## src/rtl/sbt_pkg.sv

```systemverilog
// Shared types and character constants for the s-expression byte tokenizer.
`default_nettype none

package sbt_pkg;

  // Source characters the scanner cares about
  localparam logic [7:0] CHAR_OPEN    = 8'h28;
  localparam logic [7:0] CHAR_CLOSE   = 8'h29;
  localparam logic [7:0] CHAR_DOT     = 8'h2E;
  localparam logic [7:0] CHAR_QUOTE   = 8'h22;
  localparam logic [7:0] CHAR_NL      = 8'h0A;
  localparam logic [7:0] CHAR_CR      = 8'h0D;
  localparam logic [7:0] CHAR_TAB     = 8'h09;
  localparam logic [7:0] CHAR_SPACE   = 8'h20;
  localparam logic [7:0] CHAR_BSLASH  = 8'h5C;
  localparam logic [7:0] CHAR_ZERO    = 8'h30;
  localparam logic [7:0] CHAR_NINE    = 8'h39;
  localparam logic [7:0] CHAR_UPPER_A = 8'h41;
  localparam logic [7:0] CHAR_UPPER_Z = 8'h5A;
  localparam logic [7:0] CHAR_LOWER_A = 8'h61;
  localparam logic [7:0] CHAR_LOWER_Z = 8'h7A;

  typedef enum logic [2:0] {
    KIND_OPEN  = 3'd0,
    KIND_CLOSE = 3'd1,
    KIND_DOT   = 3'd2,
    KIND_NUM   = 3'd3,
    KIND_STR   = 3'd4,
    KIND_ATOM  = 3'd5
  } tok_kind_e;

  typedef struct packed {
    logic [7:0] char_in;
    logic       end_of_source;
  } sbt_in_t;

  typedef struct packed {
    tok_kind_e   token_kind;
    logic [23:0] token_start;
    logic [15:0] token_length;
    logic [15:0] token_line;
    logic [15:0] token_column;
    logic        unterminated;
    logic        last_of_run;
  } sbt_tok_t;

  // Records the scanner hands to the queue in a single push, first one in rec0
  typedef struct packed {
    logic [1:0] count;
    sbt_tok_t   rec0;
    sbt_tok_t   rec1;
  } sbt_push_t;

endpackage

`default_nettype wire

```

## src/rtl/sbt_front.sv

```systemverilog
// Front end: scans accepted bytes and emits zero, one or two token records.
`default_nettype none

module sbt_front import sbt_pkg::*; #(
  parameter int OFFSET_BITS = 24,
  parameter int COUNT_BITS  = 16
) (
  input  wire logic      clk_i,
  input  wire logic      rst_ni,
  input  wire logic      accept_i,
  input  wire sbt_in_t   in_i,
  output sbt_push_t      push_o
);

  typedef enum logic [5:0] {
    MODE_IDLE = 6'b000001,
    MODE_INT  = 6'b000010,
    MODE_FRAC = 6'b000100,
    MODE_STR  = 6'b001000,
    MODE_ESC  = 6'b010000,
    MODE_ATOM = 6'b100000
  } mode_e;

  localparam logic [COUNT_BITS-1:0] CNT_ONE = COUNT_BITS'(1);

  mode_e                  mode_q, mode_d;
  logic [OFFSET_BITS-1:0] pend_start_q, pend_start_d;
  logic [COUNT_BITS-1:0]  pend_len_q, pend_len_d;
  logic [COUNT_BITS-1:0]  pend_line_q, pend_line_d;
  logic [COUNT_BITS-1:0]  pend_col_q, pend_col_d;
  logic [OFFSET_BITS-1:0] offset_q, offset_d;
  logic [COUNT_BITS-1:0]  cur_line_q, cur_line_d;
  logic [COUNT_BITS-1:0]  cur_col_q, cur_col_d;

  logic                  flush, single, taken, unterm;
  logic [COUNT_BITS-1:0] flush_len;
  tok_kind_e             flush_kind, single_kind;
  logic [7:0]            c;
  logic                  is_digit, is_alnum, is_sep;
  sbt_tok_t              rec_flush, rec_single;

  function automatic logic [COUNT_BITS-1:0] sat_inc(input logic [COUNT_BITS-1:0] v);
    return (&v) ? v : v + CNT_ONE;
  endfunction

  function automatic logic [15:0] to_cnt(input logic [COUNT_BITS-1:0] v);
    logic [31:0] w;
    w = 32'(v);
    return w[15:0];
  endfunction

  function automatic logic [23:0] to_off(input logic [OFFSET_BITS-1:0] v);
    logic [47:0] w;
    w = 48'(v);
    return w[23:0];
  endfunction

  assign c        = in_i.char_in;
  assign is_digit = (c >= CHAR_ZERO) && (c <= CHAR_NINE);
  assign is_alnum = is_digit || ((c >= CHAR_UPPER_A) && (c <= CHAR_UPPER_Z)) ||
                    ((c >= CHAR_LOWER_A) && (c <= CHAR_LOWER_Z));
  assign is_sep   = (c == CHAR_SPACE) || (c == CHAR_TAB) || (c == CHAR_CR) || (c == CHAR_NL);

  always_comb begin
    mode_d       = mode_q;
    pend_start_d = pend_start_q;
    pend_len_d   = pend_len_q;
    pend_line_d  = pend_line_q;
    pend_col_d   = pend_col_q;
    offset_d     = offset_q;
    cur_line_d   = cur_line_q;
    cur_col_d    = cur_col_q;
    flush        = 1'b0;
    single       = 1'b0;
    taken        = 1'b0;
    unterm       = 1'b0;
    flush_len    = pend_len_q;
    single_kind  = KIND_DOT;

    unique case (mode_q)
      MODE_INT, MODE_FRAC: flush_kind = KIND_NUM;
      MODE_STR, MODE_ESC:  flush_kind = KIND_STR;
      default:             flush_kind = KIND_ATOM;
    endcase

    if (accept_i) begin
      if (in_i.end_of_source) begin
        // flush whatever is open, then rewind for the next source
        flush        = (mode_q != MODE_IDLE);
        unterm       = (mode_q == MODE_STR) || (mode_q == MODE_ESC);
        mode_d       = MODE_IDLE;
        pend_start_d = '0;
        pend_len_d   = '0;
        pend_line_d  = CNT_ONE;
        pend_col_d   = CNT_ONE;
        offset_d     = '0;
        cur_line_d   = CNT_ONE;
        cur_col_d    = CNT_ONE;
      end else begin
        unique case (mode_q)
          MODE_INT: begin
            if (is_digit) begin
              pend_len_d = sat_inc(pend_len_q);
              taken      = 1'b1;
            end else if (c == CHAR_DOT) begin
              pend_len_d = sat_inc(pend_len_q);
              mode_d     = MODE_FRAC;
              taken      = 1'b1;
            end else begin
              flush = 1'b1;
            end
          end
          MODE_FRAC: begin
            if (is_digit) begin
              pend_len_d = sat_inc(pend_len_q);
              taken      = 1'b1;
            end else begin
              flush = 1'b1;
            end
          end
          MODE_STR: begin
            pend_len_d = sat_inc(pend_len_q);
            taken      = 1'b1;
            if (c == CHAR_BSLASH) begin
              mode_d = MODE_ESC;
            end else if (c == CHAR_QUOTE) begin
              flush = 1'b1;
            end
          end
          MODE_ESC: begin
            pend_len_d = sat_inc(pend_len_q);
            mode_d     = MODE_STR;
            taken      = 1'b1;
          end
          MODE_ATOM: begin
            if (is_alnum) begin
              pend_len_d = sat_inc(pend_len_q);
              taken      = 1'b1;
            end else begin
              flush = 1'b1;
            end
          end
          default: ;
        endcase

        // a closing string counts its quote in the flushed length
        flush_len = pend_len_d;
        if (flush) begin
          mode_d = MODE_IDLE;
        end

        // the byte that ended a number or atom is scanned again as a fresh byte
        if (!taken) begin
          if ((c == CHAR_OPEN) || (c == CHAR_CLOSE) || (c == CHAR_DOT)) begin
            single = 1'b1;
            if (c == CHAR_OPEN) begin
              single_kind = KIND_OPEN;
            end else if (c == CHAR_CLOSE) begin
              single_kind = KIND_CLOSE;
            end else begin
              single_kind = KIND_DOT;
            end
          end else if (!is_sep) begin
            if (is_digit) begin
              mode_d = MODE_INT;
            end else if (c == CHAR_QUOTE) begin
              mode_d = MODE_STR;
            end else begin
              mode_d = MODE_ATOM;
            end
            pend_start_d = offset_q;
            pend_len_d   = CNT_ONE;
            pend_line_d  = cur_line_q;
            pend_col_d   = cur_col_q;
          end
        end

        offset_d = offset_q + OFFSET_BITS'(1);
        if (c == CHAR_NL) begin
          cur_line_d = sat_inc(cur_line_q);
          cur_col_d  = CNT_ONE;
        end else begin
          cur_col_d = sat_inc(cur_col_q);
        end
      end
    end
  end

  always_comb begin
    rec_flush = '{token_kind:   flush_kind,
                  token_start:  to_off(pend_start_q),
                  token_length: to_cnt(flush_len),
                  token_line:   to_cnt(pend_line_q),
                  token_column: to_cnt(pend_col_q),
                  unterminated: unterm,
                  last_of_run:  !single};
    rec_single = '{token_kind:   single_kind,
                   token_start:  to_off(offset_q),
                   token_length: 16'd1,
                   token_line:   to_cnt(cur_line_q),
                   token_column: to_cnt(cur_col_q),
                   unterminated: 1'b0,
                   last_of_run:  1'b1};
    push_o.count = {1'b0, flush} + {1'b0, single};
    push_o.rec0  = flush ? rec_flush : rec_single;
    push_o.rec1  = rec_single;
  end

  always_ff @(posedge clk_i or negedge rst_ni) begin
    if (!rst_ni) begin
      mode_q       <= MODE_IDLE;
      pend_start_q <= '0;
      pend_len_q   <= '0;
      pend_line_q  <= CNT_ONE;
      pend_col_q   <= CNT_ONE;
      offset_q     <= '0;
      cur_line_q   <= CNT_ONE;
      cur_col_q    <= CNT_ONE;
    end else begin
      mode_q       <= mode_d;
      pend_start_q <= pend_start_d;
      pend_len_q   <= pend_len_d;
      pend_line_q  <= pend_line_d;
      pend_col_q   <= pend_col_d;
      offset_q     <= offset_d;
      cur_line_q   <= cur_line_d;
      cur_col_q    <= cur_col_d;
    end
  end

  // Two records always mean a flushed number or atom followed by a one-byte token
  assert property (@(posedge clk_i) disable iff (!rst_ni)
    (push_o.count == 2'd2) |->
      ((push_o.rec0.token_kind == KIND_NUM) || (push_o.rec0.token_kind == KIND_ATOM)) &&
      !push_o.rec0.last_of_run && push_o.rec1.last_of_run)
    else $error("two-record push with wrong pairing");

  // An end marker rewinds the position
  assert property (@(posedge clk_i) disable iff (!rst_ni)
    (accept_i && in_i.end_of_source) |=>
      (offset_q == '0) && (cur_line_q == CNT_ONE) && (cur_col_q == CNT_ONE) &&
      (mode_q == MODE_IDLE))
    else $error("position not rewound after end marker");

  // Only an open string may be flagged unterminated, and only at an end marker
  assert property (@(posedge clk_i) disable iff (!rst_ni)
    (push_o.count != 2'd0 && push_o.rec0.unterminated) |->
      (in_i.end_of_source && (push_o.rec0.token_kind == KIND_STR)))
    else $error("unterminated flag outside a flushed string");

  // Pending length is never zero while a token is open
  assert property (@(posedge clk_i) disable iff (!rst_ni)
    (mode_q != MODE_IDLE) |-> (pend_len_q != '0))
    else $error("open token with zero length");

endmodule

`default_nettype wire

```

## src/rtl/sbt_queue.sv

```systemverilog
// Token record queue between the scanner and the output stage.
`default_nettype none

module sbt_queue import sbt_pkg::*; (
  input  wire logic      clk_i,
  input  wire logic      rst_ni,
  input  wire sbt_push_t push_i,
  input  wire logic      pop_i,
  output sbt_tok_t       head_o,
  output logic           empty_o,
  output logic           busy_o
);

  localparam int DEPTH = 4;
  localparam int PTR_W = $clog2(DEPTH);
  localparam int CNT_W = $clog2(DEPTH + 1);

  sbt_tok_t           mem_q [DEPTH];
  logic [PTR_W-1:0]   wr_ptr_q, wr_ptr_d;
  logic [PTR_W-1:0]   rd_ptr_q, rd_ptr_d;
  logic [CNT_W-1:0]   count_q, count_d;
  logic [PTR_W-1:0]   wr_ptr_nx;

  assign wr_ptr_nx = wr_ptr_q + PTR_W'(1);
  assign head_o    = mem_q[rd_ptr_q];
  assign empty_o   = (count_q == '0);
  // hold the input side unless two more records fit
  assign busy_o    = (count_q > CNT_W'(DEPTH - 2));

  always_comb begin
    wr_ptr_d = wr_ptr_q + PTR_W'(push_i.count);
    rd_ptr_d = rd_ptr_q + PTR_W'(pop_i);
    count_d  = count_q + CNT_W'(push_i.count) - CNT_W'(pop_i);
  end

  always_ff @(posedge clk_i) begin
    if (push_i.count != 2'd0) begin
      mem_q[wr_ptr_q] <= push_i.rec0;
    end
    if (push_i.count == 2'd2) begin
      mem_q[wr_ptr_nx] <= push_i.rec1;
    end
  end

  always_ff @(posedge clk_i or negedge rst_ni) begin
    if (!rst_ni) begin
      wr_ptr_q <= '0;
      rd_ptr_q <= '0;
      count_q  <= '0;
    end else begin
      wr_ptr_q <= wr_ptr_d;
      rd_ptr_q <= rd_ptr_d;
      count_q  <= count_d;
    end
  end

  assert property (@(posedge clk_i) disable iff (!rst_ni)
    count_q <= CNT_W'(DEPTH))
    else $error("queue count beyond depth");

  assert property (@(posedge clk_i) disable iff (!rst_ni)
    busy_o |-> (push_i.count == 2'd0))
    else $error("push into a queue without room");

  assert property (@(posedge clk_i) disable iff (!rst_ni)
    pop_i |-> !empty_o)
    else $error("pop from an empty queue");

  // Pointer distance tracks the count
  assert property (@(posedge clk_i) disable iff (!rst_ni)
    (wr_ptr_q - rd_ptr_q) == count_q[PTR_W-1:0])
    else $error("queue pointers out of step with count");

endmodule

`default_nettype wire

```

## src/rtl/sbt_back.sv

```systemverilog
// Back end: output register that drains the record queue one token per cycle unless stalled.
`default_nettype none

module sbt_back import sbt_pkg::*; (
  input  wire logic     clk_i,
  input  wire logic     rst_ni,
  input  wire sbt_tok_t head_i,
  input  wire logic     empty_i,
  output logic          pop_o,
  output logic          out_valid_o,
  input  wire logic     out_stall_i,
  output sbt_tok_t      out_data_o
);

  logic     valid_q, valid_d;
  sbt_tok_t data_q;

  // refill when the register is free or its transaction completes
  assign pop_o = !empty_i && (!valid_q || !out_stall_i);

  always_comb begin
    if (pop_o) begin
      valid_d = 1'b1;
    end else if (valid_q && out_stall_i) begin
      valid_d = 1'b1;
    end else begin
      valid_d = 1'b0;
    end
  end

  always_ff @(posedge clk_i) begin
    if (pop_o) begin
      data_q <= head_i;
    end
  end

  always_ff @(posedge clk_i or negedge rst_ni) begin
    if (!rst_ni) begin
      valid_q <= 1'b0;
    end else begin
      valid_q <= valid_d;
    end
  end

  assign out_valid_o = valid_q;
  assign out_data_o  = data_q;

  // A record waiting in the queue is never left behind an idle output
  assert property (@(posedge clk_i) disable iff (!rst_ni)
    (!valid_q && !empty_i) |-> pop_o)
    else $error("output idle while queue holds a record");

  assert property (@(posedge clk_i) disable iff (!rst_ni)
    (valid_q && out_stall_i) |-> !pop_o)
    else $error("output overwritten while stalled");

  assert property (@(posedge clk_i) disable iff (!rst_ni)
    pop_o |=> valid_q)
    else $error("popped record not presented");

endmodule

`default_nettype wire

```

## src/rtl/sexpr_byte_tokenizer.sv

```systemverilog
// S-expression byte tokenizer: scanner, record queue and output stage.
//
// Input channel: one source byte per transaction (in_data_i.char_in), or an end
// marker (in_data_i.end_of_source) that flushes any open token and rewinds the
// offset, line and column for the next source. Output channel: one token record
// per transaction; last_of_run marks the final record an input byte caused.
// Throughput: one byte per cycle while in_stall_o is low. A byte that closes a
// number or atom and is itself a paren or dot yields two records, which leave
// the output one after the other. A record caused by an accepted byte is written
// into the queue and then the output register, which presents it on out_valid_o.
// The scanner writes records into a four-entry queue; in_stall_o is raised
// while more than two records are queued, so a stalled receiver backs up the
// queue and then the input, with no record lost.
// Reset: scan state idle, offset 0, line 1, column 1, queue and output empty.
`default_nettype none

module sexpr_byte_tokenizer import sbt_pkg::*; #(
  parameter int OFFSET_BITS = 24,
  parameter int COUNT_BITS  = 16
) (
  input  wire logic    clk_i,
  input  wire logic    rst_ni,
  input  wire logic    in_valid_i,
  output logic         in_stall_o,
  input  wire sbt_in_t in_data_i,
  output logic         out_valid_o,
  input  wire logic    out_stall_i,
  output sbt_tok_t     out_data_o
);

  logic      accept;
  logic      q_busy, q_empty, pop;
  sbt_push_t push;
  sbt_tok_t  head;

  assign in_stall_o = q_busy;
  assign accept     = in_valid_i && !q_busy;

  sbt_front #(
    .OFFSET_BITS(OFFSET_BITS),
    .COUNT_BITS (COUNT_BITS)
  ) u_front (
    .clk_i   (clk_i),
    .rst_ni  (rst_ni),
    .accept_i(accept),
    .in_i    (in_data_i),
    .push_o  (push)
  );

  sbt_queue u_queue (
    .clk_i  (clk_i),
    .rst_ni (rst_ni),
    .push_i (push),
    .pop_i  (pop),
    .head_o (head),
    .empty_o(q_empty),
    .busy_o (q_busy)
  );

  sbt_back u_back (
    .clk_i      (clk_i),
    .rst_ni     (rst_ni),
    .head_i     (head),
    .empty_i    (q_empty),
    .pop_o      (pop),
    .out_valid_o(out_valid_o),
    .out_stall_i(out_stall_i),
    .out_data_o (out_data_o)
  );

endmodule

`default_nettype wire
```

## config.mk

```make
export PLATFORM = sky130hd
export DESIGN_NAME = sexpr_byte_tokenizer
export DESIGN_NICKNAME = d
export VERILOG_FILES = /design/src/rtl/sbt_pkg.sv /design/src/rtl/sbt_front.sv /design/src/rtl/sbt_queue.sv /design/src/rtl/sbt_back.sv /design/src/rtl/sexpr_byte_tokenizer.sv
export SDC_FILE = /design/constraint.sdc
export NUM_CORES = 1
export LEC_CHECK = 0
export BUFFER_PORTS_ARGS = -buffer_cell sky130_fd_sc_hd__buf_2
export CAP_MARGIN = 15
export CORE_ASPECT_RATIO = 1.25
export CORE_UTILIZATION = 35
export DETAILED_ROUTE_END_ITERATION = 10
export GPL_ROUTABILITY_DRIVEN = 0
export PLACE_DENSITY = 0.49
export RECOVER_POWER = 25
export SYNTH_ARGS = -nofsm -noshare
export SYNTH_HDL_FRONTEND = slang
export SYNTH_SLANG_ARGS = --single-unit
```

## constraint.sdc

```tcl
create_clock -name clk_i -period 7.2 [get_ports clk_i]
set_input_delay 0.72 -clock clk_i [delete_from_list [all_inputs] [get_ports clk_i]]
set_output_delay 0.72 -clock clk_i [all_outputs]
set_load 0.01 [all_outputs]
```

* Word-level counts from Yosys, hierarchy flattened
Memories as Yosys holds them, arrays and structs flattened. A register that Yosys moved wholly into a read port is not among the register bits.
Index checks and enable logic that the tools add are counted.
** Word-level totals
- Register bits after elaboration :: 142
- Bits in writable memories :: 308
- Input port bits :: 13
- Output and inout port bits :: 79
- Word-level logic and storage cells :: 162
- Memories :: 1
** Cells by class
- Add/sub/neg operators :: 10
- $lt $le $gt $ge :: 7
- Equality and inequality tests :: 21
- Muxes and demuxes :: 80
- Reductions and logical operators :: 31
** Memories
- u_queue.mem_q :: words 4, bits a word 77, rd ports 1, clocked after Yosys merged registers in 1, write ports 2, RTL line sbt_queue.sv:18 : sbt_tok_t mem_q [DEPTH];
** Operator list (number)
- 2-to-1 mux 16 bit :: 25
- 2-to-1 mux 24 bit :: 5
- 2-to-1 mux 77 bit :: 1
- one-hot mux 16 bit (4 select lines) :: 1
- 2-to-1 mux 6 bit :: 10
- adder 16 x 1 -> 16 bit (second input constant) :: 3
- AND reduction 16 bit :: 3
- equality test 8 x 6 -> 1 bit (second input constant) :: 5
- 2-to-1 mux 1 bit :: 28
- adder 24 x 1 -> 24 bit (second input constant) :: 1
- equality test 8 x 4 -> 1 bit (second input constant) :: 3
- one-hot mux 6 bit (3 select lines) :: 1
- >= comparator 8 x 7 -> 1 bit (second input constant) :: 2
- less-or-equal comparator 8 x 7 -> 1 bit (second input constant) :: 2
- 2-to-1 mux 3 bit :: 5
- logical OR 1 bit :: 9
- equality test 8 x 7 -> 1 bit (second input constant) :: 1
- >= comparator 8 x 6 -> 1 bit (second input constant) :: 1
- less-or-equal comparator 8 x 6 -> 1 bit (second input constant) :: 1
- != test 2 bit (second input constant) :: 4
- one-hot mux 1 bit (4 select lines) :: 2
- equality test 6 x 2 -> 1 bit (second input constant) :: 1
- equality test 6 x 3 -> 1 bit (second input constant) :: 1
- equality test 6 x 4 -> 1 bit (second input constant) :: 1
- other kinds (22) :: 33

* Logic depth before layout (Yosys ltp)
Gate-level depths: netlist of run 1.
- Depth after elaboration :: 15
- Depth in mapped cells :: 17
- Depth with buffers taken out :: 14

* Cells and area by module
A second synthesis of run 1 with hierarchy kept.
** Unflattened totals
- Cell total of the unflattened synthesis :: 1709
- Area, all modules :: 25787.2 µm²
** Modules (own cells, without submodules)
- sbt_queue :: instances 1, cells an instance 784, area an instance 15409.8 µm², seq. area each 9424.0 µm²
- sbt_front :: instances 1, cells an instance 844, area an instance 8011.4 µm², seq. area each 3359.5 µm²
- sbt_back :: instances 1, cells an instance 80, area an instance 2352.3 µm², seq. area each 2337.2 µm²
- sexpr_byte_tokenizer :: instances 1, cells an instance 1, area an instance 13.8 µm², seq. area each 0.0 µm²

* Worst setup path before layout of run 1
OpenSTA, ideal clock, no wires.
- Path type :: in2reg
- Start point :: in out_stall_i
- End point :: reg u_queue.count_q[2]
- Setup time :: 0.123 ns
- Arrival :: 6.021 ns
- Data required time :: 7.077 ns
- Path slack :: 1.056 ns
- Stages on the path :: 8
- Path buffers :: 0
- Cells stage by stage :: a21oi_1 > ha_1 > inv_1 > ha_1 > inv_1 > fa_1 > xor2_1 > xnor2_1
** Between the ends
- Word-level cells in the longest chain between the ends :: 4
** Ends and longest elaborated chain
- start, declared :: RTL line sexpr_byte_tokenizer.sv:27 : input wire logic out_stall_i,
- zero test 1 bit :: RTL line sbt_back.sv:19 : assign pop_o = !empty_i && (!valid_q || !out_stall_i);
- logical OR 1 bit :: RTL line sbt_back.sv:19
- logical AND 1 bit :: RTL line sbt_back.sv:19
- subtractor 3 x 1 -> 3 bit :: RTL line sbt_queue.sv:33 : count_d = count_q + CNT_W'(push_i.count) - CNT_W'(pop_i);
- net u_queue.count_d[2] :: RTL line sbt_queue.sv:21 : logic [CNT_W-1:0] count_q, count_d;
- end signal, assigned :: RTL line sbt_queue.sv:53 : count_q <= count_d;
- end, declared :: RTL line sbt_queue.sv:21
The timed path passes the listed nets, and every way through them passes these cells.
A chain may end at the register's enable or synchronous reset.

==> metrics, run 1 <==
result of the run=finished with violations; failing checks=capacitance limit, slew limit; post-cts resize count=0; final-report setup violation count=0; most common cell after layout, fill and taps aside=edfxtp_1; most used flip-flop cell after synthesis=edfxtp_1; worst path required time=about 7.4 ns; die footprint=67700 µm²; worst-path fanout max=60; Peak VDD IR=0.000240 V; normalized max-slew margin=-1.62; top-level port count=92; area leader, netlist=edfxtp_1; sequential cell area in the final layout=14400 µm²; Yosys top cell area share=0.398; die extent in x=233 µm; transition time of the tightest slew-check pin=3.93 ns; Syn Nets=between 1500 and 2000; Multi-input gate area=~8300 µm²; Hold Crit Class=in -> reg; via count of the first global-routing pass=15400; path type of the worst setup path=reg -> reg; placed insts=2548; sequential-to-total area share from yosys stat=0.616; element type at the critical path end=flop; Mapped Area=23300 µm²; total of fill cells in the finished design=6162; routed vias=15300; Post-CTS Hold Fix Bufs=0; number of enable-type register cells in the synthesized netlist=around 310; antenna violation net count after detailed routing=0; number of nets in the layout=1776; static power due to leakage=9.70 nW; most frequent cells in the layout=edfxtp_1 (309), a22o_1 (305), dfrtp_1 (136); clock slew seen by the registers of the worst setup and hold paths=0.06 ns; Post-Route Setup TNS=0 ns; cell chosen for the clock root=clkbuf_16; share of the cycle needed by the critical path after routing=0.760; Syn Inst Count=roughly 1700; Initial Utilization=0.354; TritonCTS buffer count=56; via count normalized by instance count=5.76; placed wire-length estimate=38.7 mm; Total Routing Usage GR=0.194; Detailed Routing Iterations Pass 1=5; nature of the critical path startpoint=flop; clock tree from TritonCTS=built; violation count after the first detailed-route iteration=~1200; final-report max-slew violation count=229; mean instance size in the synthesized netlist=13.5 µm²; number of synthesized register bits=between 500 and 600; number of warnings issued by yosys=0; max frequency=183 MHz; area inside the core boundary=65800 µm²; buffer count from post-CTS setup fixing=0; number of input and output port buffers inserted=91; die extent in y=just under 300 µm; largest net degree at the start of global routing=64; max-cap violation count=5; crit path time final=5.47 ns; ranking of synthesized cells by area=edfxtp_1 (40%), dfrtp_1 (15%), a22o_1 (11%); DRC violation count after routing=0; Clock Skews=0.0247 ns; non-filler instance count after layout=2655; number of sinks on the clock net=527; buffer levels on the longest clock path=3; PwrDens=324 nW/µm²; GRT overflow=0; ratio of cells with drive above 1 in the final layout=0.137; wire length of the first global-routing pass=98.6 mm; final hold violations=0; unrepaired setup endpoints after global routing=no; area delta synth->final=12.7%; Cell Rows=between 100 and 150; data arrival at the endpoint of the critical path=roughly 5.7 ns; WL final=65.9 mm; initial antenna violation count=2; clock insertion delay at the later pin of the skew report=0.62 ns; detailed-route wire length per cell=24.8 µm; Yosys cell types=78; async set-reset flop share out of synthesis=0.269; CTS H-tree depth=2
kinds of logic (layout without fill, tap and decap cells):
kind of cell | count (synthesis) | count (layout) | share of synthesized area
xor gates and xnor gates | 50 | 50 | 0.0188
and+or+nand+nor | 357 | 357 | 0.0755
AOI/OAI and AO/OA | 510 | 510 | 0.172
other | 0 | 1 | 0
adders and majority gates | 13 | 13 | 0.00730
DFF | 527 | 527 | 0.616
muxes | 85 | 85 | 0.0779
buffers and inverters | 181 | 256 | 0.0325
synth_stat cells, drive strengths merged, types with 14 or more instances:
master	n
xnor2	19
nor2	90
a22o	305
xor2	31
nand2	102
inv	22
nand3	38
a21oi	36
dfrtp	137
buf	56
nand4	14
nor3	24
dfxtp	76
o21ai	81
and3	18
clkbuf	103
mux4	77
edfxtp	309
o22ai	14
metrics by stage:
stage	worst slack, ns	util	instance area (µm²)	hold slack [ns]	total power, mW
after CTS	1.67	0.401	26400	0.130	8.64
after global routing	0.944	0.399	26300	0.380	8.86
after detailed placement	1.35	0.373	24600	0.443	5.71
final	1.73	0.399	26300	0.360	8.51
after floorplan	1.06	-	23300	0.420	4.99
after global placement	1.40	0.373	24600	0.430	5.68
layer usage:
| metal | vias up | part of all wire | global-route usage |
|---|---|---|---|
| li1 | 6812 | - | - |
| met1 | 7877 | 0.41 | 0.245 |
| met2 | 489 | 0.51 | 0.339 |
| met3 | 109 | 0.050 | 0.0263 |
| met4 | 2 | 0.028 | 0.0603 |
| met5 | - | 0.00020 | 0 |
area by class of cell:
class / count / share of cell area
Timing Repair Buffer: 128 / 0.0240
Clock inverter: 33 / 0.0134
Inverter: 22 / 0.00314
Tap cell: 856 / 0.0408
Multi-Input combinational cell: 1015 / 0.316
Sequential cell: 527 / 0.547
Antenna cell: 1 / 0.0000952
Clock buffer: 73 / 0.0565
power breakdown:
part | total (mW) | switching (mW) | internal [mW]
clock | 2.93 | 1.25 | 1.68
sequential | 3.98 | 0.358 | 3.62
combinational | 1.59 | 1.01 | 0.588
total | 8.51 | 2.62 | 5.89
sequential cells by signal (all words and copies together), names as in the netlist:
name / cells
u_queue.rd_ptr_q: 2
u_queue.count_q: 3
u_back.out_valid_o: 1
u_front.pend_len_q: 16
u_queue.mem_q: 308
u_front.mode_q: 6
u_front.cur_col_q: 16
u_queue.wr_ptr_q: 2
u_front.cur_line_q: 16
u_front.offset_q: 24
u_front.pend_line_q: 16
u_back.out_data_o: 77
u_front.pend_start_q: 24
u_front.pend_col_q: 16
path summary, 6_finish.rpt:
check,from,to,slack [ns],depth (start not counted)
max in group asynchronous,rst_ni,u_front.cur_line_q[9],1.95,2
min in group asynchronous,rst_ni,u_front.pend_line_q[6],1.48,1
worst min-delay path,out_stall_i,u_back.out_valid_o,0.36,3
worst min register to register,u_queue.mem_q[2][48],u_queue.mem_q[2][48],0.46,2
worst max register to register,u_front.mode_q[2],u_queue.mem_q[3][25],1.73,11
worst max-delay path,u_front.mode_q[2],u_queue.mem_q[3][25],1.73,11
worst max-delay path: stages, from the launching register on:
cell and delay, ns:
dfrtp_1 0.50, nor4_2 0.51, nand2_1 0.13, o31ai_1 0.47, o21ai_2 0.19, nand2_2 0.33, inv_1 0.44, ha_1 0.41
nand3b_1 0.52, and2_1 0.59, inv_2 0.11, buf_4 0.84
Power figures use the tool's default switching activity.
==> run 2, diff against run 1 <==
- ABC_AREA: not set -> 1
- PLACE_DENSITY: 0.49 -> 0.51
- clock period: 7.2 -> 4.7 ns (I/O delays scaled with it)
==> run 2 against run 1 <==
Compared with the run above:
- the flow still finishes with violations (capacitance limit, slew limit)
- count of clock-buffer cells in the layout stayed put
- routed wire length rose by 16%
- final area up 6.5%
- core utilization shrank 0.38 points
- clock skew shrank 0.0067 ns
- critical path depth fell by 2
- die area up 7.3%
- synthesized cell count grew 58%
- via count increased by 33%
- largest power group unchanged
==> metrics, run 2 <==
sequential-to-total area share from yosys stat=0.574; nature of the critical path startpoint=flop; area inside the core boundary=around 70000 µm²; failing checks=capacitance limit, slew limit; worst path required time=just over 5 ns; Detailed Routing Iterations Pass 1=6; Initial Utilization=0.354; Post-Route Setup TNS=0 ns; Mapped Area=25000 µm²; antenna violation net count after detailed routing=0; async set-reset flop share out of synthesis=0.269; Peak VDD IR=0.000308 V; die footprint=between 70000 and 80000 µm²; number of nets in the layout=2776; most used flip-flop cell after synthesis=edfxtp_1; cell chosen for the clock root=clkbuf_16; violation count after the first detailed-route iteration=1725; Yosys top cell area share=0.371; Syn Inst Count=between 2000 and 3000; total of fill cells in the finished design=approximately 7000; placed wire-length estimate=43.6 mm; GRT overflow=0; Cell Rows=109; via count of the first global-routing pass=20000; wire length of the first global-routing pass=between 100 and 150 mm; ratio of cells with drive above 1 in the final layout=0.0838; number of synthesized register bits=around 530; clock slew seen by the registers of the worst setup and hold paths=0.06 ns; Clock Skews=about 0.018 ns; top-level port count=a little over 90; share of the cycle needed by the critical path after routing=0.884; max-cap violation count=3; Yosys cell types=51; non-filler instance count after layout=approximately 3700; most frequent cells in the layout=nand2_1 (415), o21ai_0 (386), nand3_1 (365); DRC violation count after routing=0; routed vias=20400; final-report max-slew violation count=152; CTS H-tree depth=2; Hold Crit Class=in -> reg; ranking of synthesized cells by area=edfxtp_1 (37%), dfrtp_1 (14%), o21ai_0 (7.7%); clock tree from TritonCTS=built; area leader, netlist=edfxtp_1; initial antenna violation count=0; buffer levels on the longest clock path=3; Multi-input gate area=9140 µm²; largest net degree at the start of global routing=79; path type of the worst setup path=reg -> reg; detailed-route wire length per cell=20.5 µm; worst-path fanout max=35; number of enable-type register cells in the synthesized netlist=309; number of antenna repair diodes=0; Biggest register=u_queue.mem_q; placed insts=3636; result of the run=finished with violations; sequential cell area in the final layout=~14000 µm²; final design utilization=0.395; area delta synth->final=11.8%; most frequent cell after synthesis=nand2_1; number of warnings issued by yosys=0; number of input and output port buffers inserted=between 90 and 100; PwrDens=525 nW/µm²; data arrival at the endpoint of the critical path=4.60 ns; clock insertion delay at the later pin of the skew report=0.61 ns; max frequency=241 MHz; crit path time final=just over 4 ns; most common library cells after synthesis=nand2_1 (420), o21ai_0 (386), nand3_1 (365), edfxtp_1 (309), nor2_1 (227); Power Total=between 10 and 15 mW; most common cell after layout, fill and taps aside=nand2_1; via count normalized by instance count=5.45; unrepaired setup endpoints after global routing=no; normalized max-slew margin=-0.749; Total Routing Usage GR=0.212; die extent in x=241 µm; final-report setup violation count=0; number of sinks on the clock net=527; die extent in y=~300 µm; element type at the critical path end=flop; static power due to leakage=roughly 10 nW; WL final=between 70 and 80 mm; TritonCTS buffer count=54; number of flip-flops in the largest register=308; worst hold slack across all endpoints=0.171 ns; final hold violations=0; Syn Nets=2748; transition time of the tightest slew-check pin=2.62 ns; mean instance size in the synthesized netlist=9.19 µm²
[run 2: cell count changes in the layout (fill, tap and decap cells not counted), sizes merged, moves of 131 or more]
cell / change
o22ai: +131
nand2: +364
nand3: +331
o21ai: +348
inv: +186
nor2: +145
a22o: -301
[run 2: critical path, stage by stage (launching register included)]
cell,delay (ns)
dfrtp_1,0.42
a21oi_2,0.15
nand2_1,0.14
clkbuf_1,0.41
nor2_2,0.28
clkbuf_1,0.66
inv_1,0.64
o21ai_4,0.52
buf_4,0.60
o22ai_1,0.14
[run 2: area by class of cell]
cell class              count  area share
clock inverters            27     0.00885
flip-flops and latches    527       0.513
multi-input cells        1819       0.327
inverters                 219      0.0297
repair buffers            129      0.0259
clock buffers              73      0.0537
well taps                 943      0.0422
[run 2: cell families after synthesis]
group                    Yosys count  share of synthesized area
AO/OA/AOI/OAI                    654                      0.142
adder cells (fa/ha/maj)           13                    0.00680
buffers and inverters            376                     0.0634
flip-flops                       527                      0.574
AND/OR/NAND/NOR                 1139                      0.209
XOR/XNOR                          13                    0.00455
[run 2: per-layer routing]
metal / track usage / wire length [µm]
met1: 0.269 / 32200
met2: 0.370 / 38100
met3: 0.0266 / 4200
met4: 0.0692 / 2220
met5: 0 / 0
[run 2: timing repair]
action / CTS / global route
setup endpoints to repair: 0 / 0
gates resized for setup: 0 / 0
hold endpoints to repair: 65 / 0
hold buffers: 1 / 0
buffers inserted: 0 / 0
[run 2: worst paths after layout]
check / start / end / slack (ns) / cells after the start
setup / recovery: u_queue.count_q[1] / u_front.pend_start_q[3] / 0.55 / 9
setup reg to reg: u_queue.count_q[1] / u_front.pend_start_q[3] / 0.55 / 9
max in group asynchronous: rst_ni / u_front.offset_q[15] / 1.70 / 3
hold reg to reg: u_queue.mem_q[1][42] / u_queue.mem_q[1][42] / 0.45 / 2
min in group asynchronous: rst_ni / u_front.pend_start_q[12] / 0.96 / 2
hold / removal: out_stall_i / u_back.out_valid_o / 0.17 / 3
[run 2: power breakdown]
| group | total, mW | switching [mW] | internal (mW) | leakage, nW |
|---|---|---|---|---|
| Combinational | 4.20 | 3.15 | 1.06 | 3.96 |
| Clock | 4.32 | 1.87 | 2.45 | 0.854 |
| Sequential | 6.17 | 0.343 | 5.83 | 5.35 |
| Total | 14.7 | 5.36 | 9.34 | 10.2 |
[run 2: stage by stage]
step	area, µm²	setup slack [ns]
after floorplan	25000	0.0888
after global placement	26400	0.817
after detailed placement	26400	0.708
after CTS	28100	0.852
after global routing	28000	0.418
final	28000	0.546
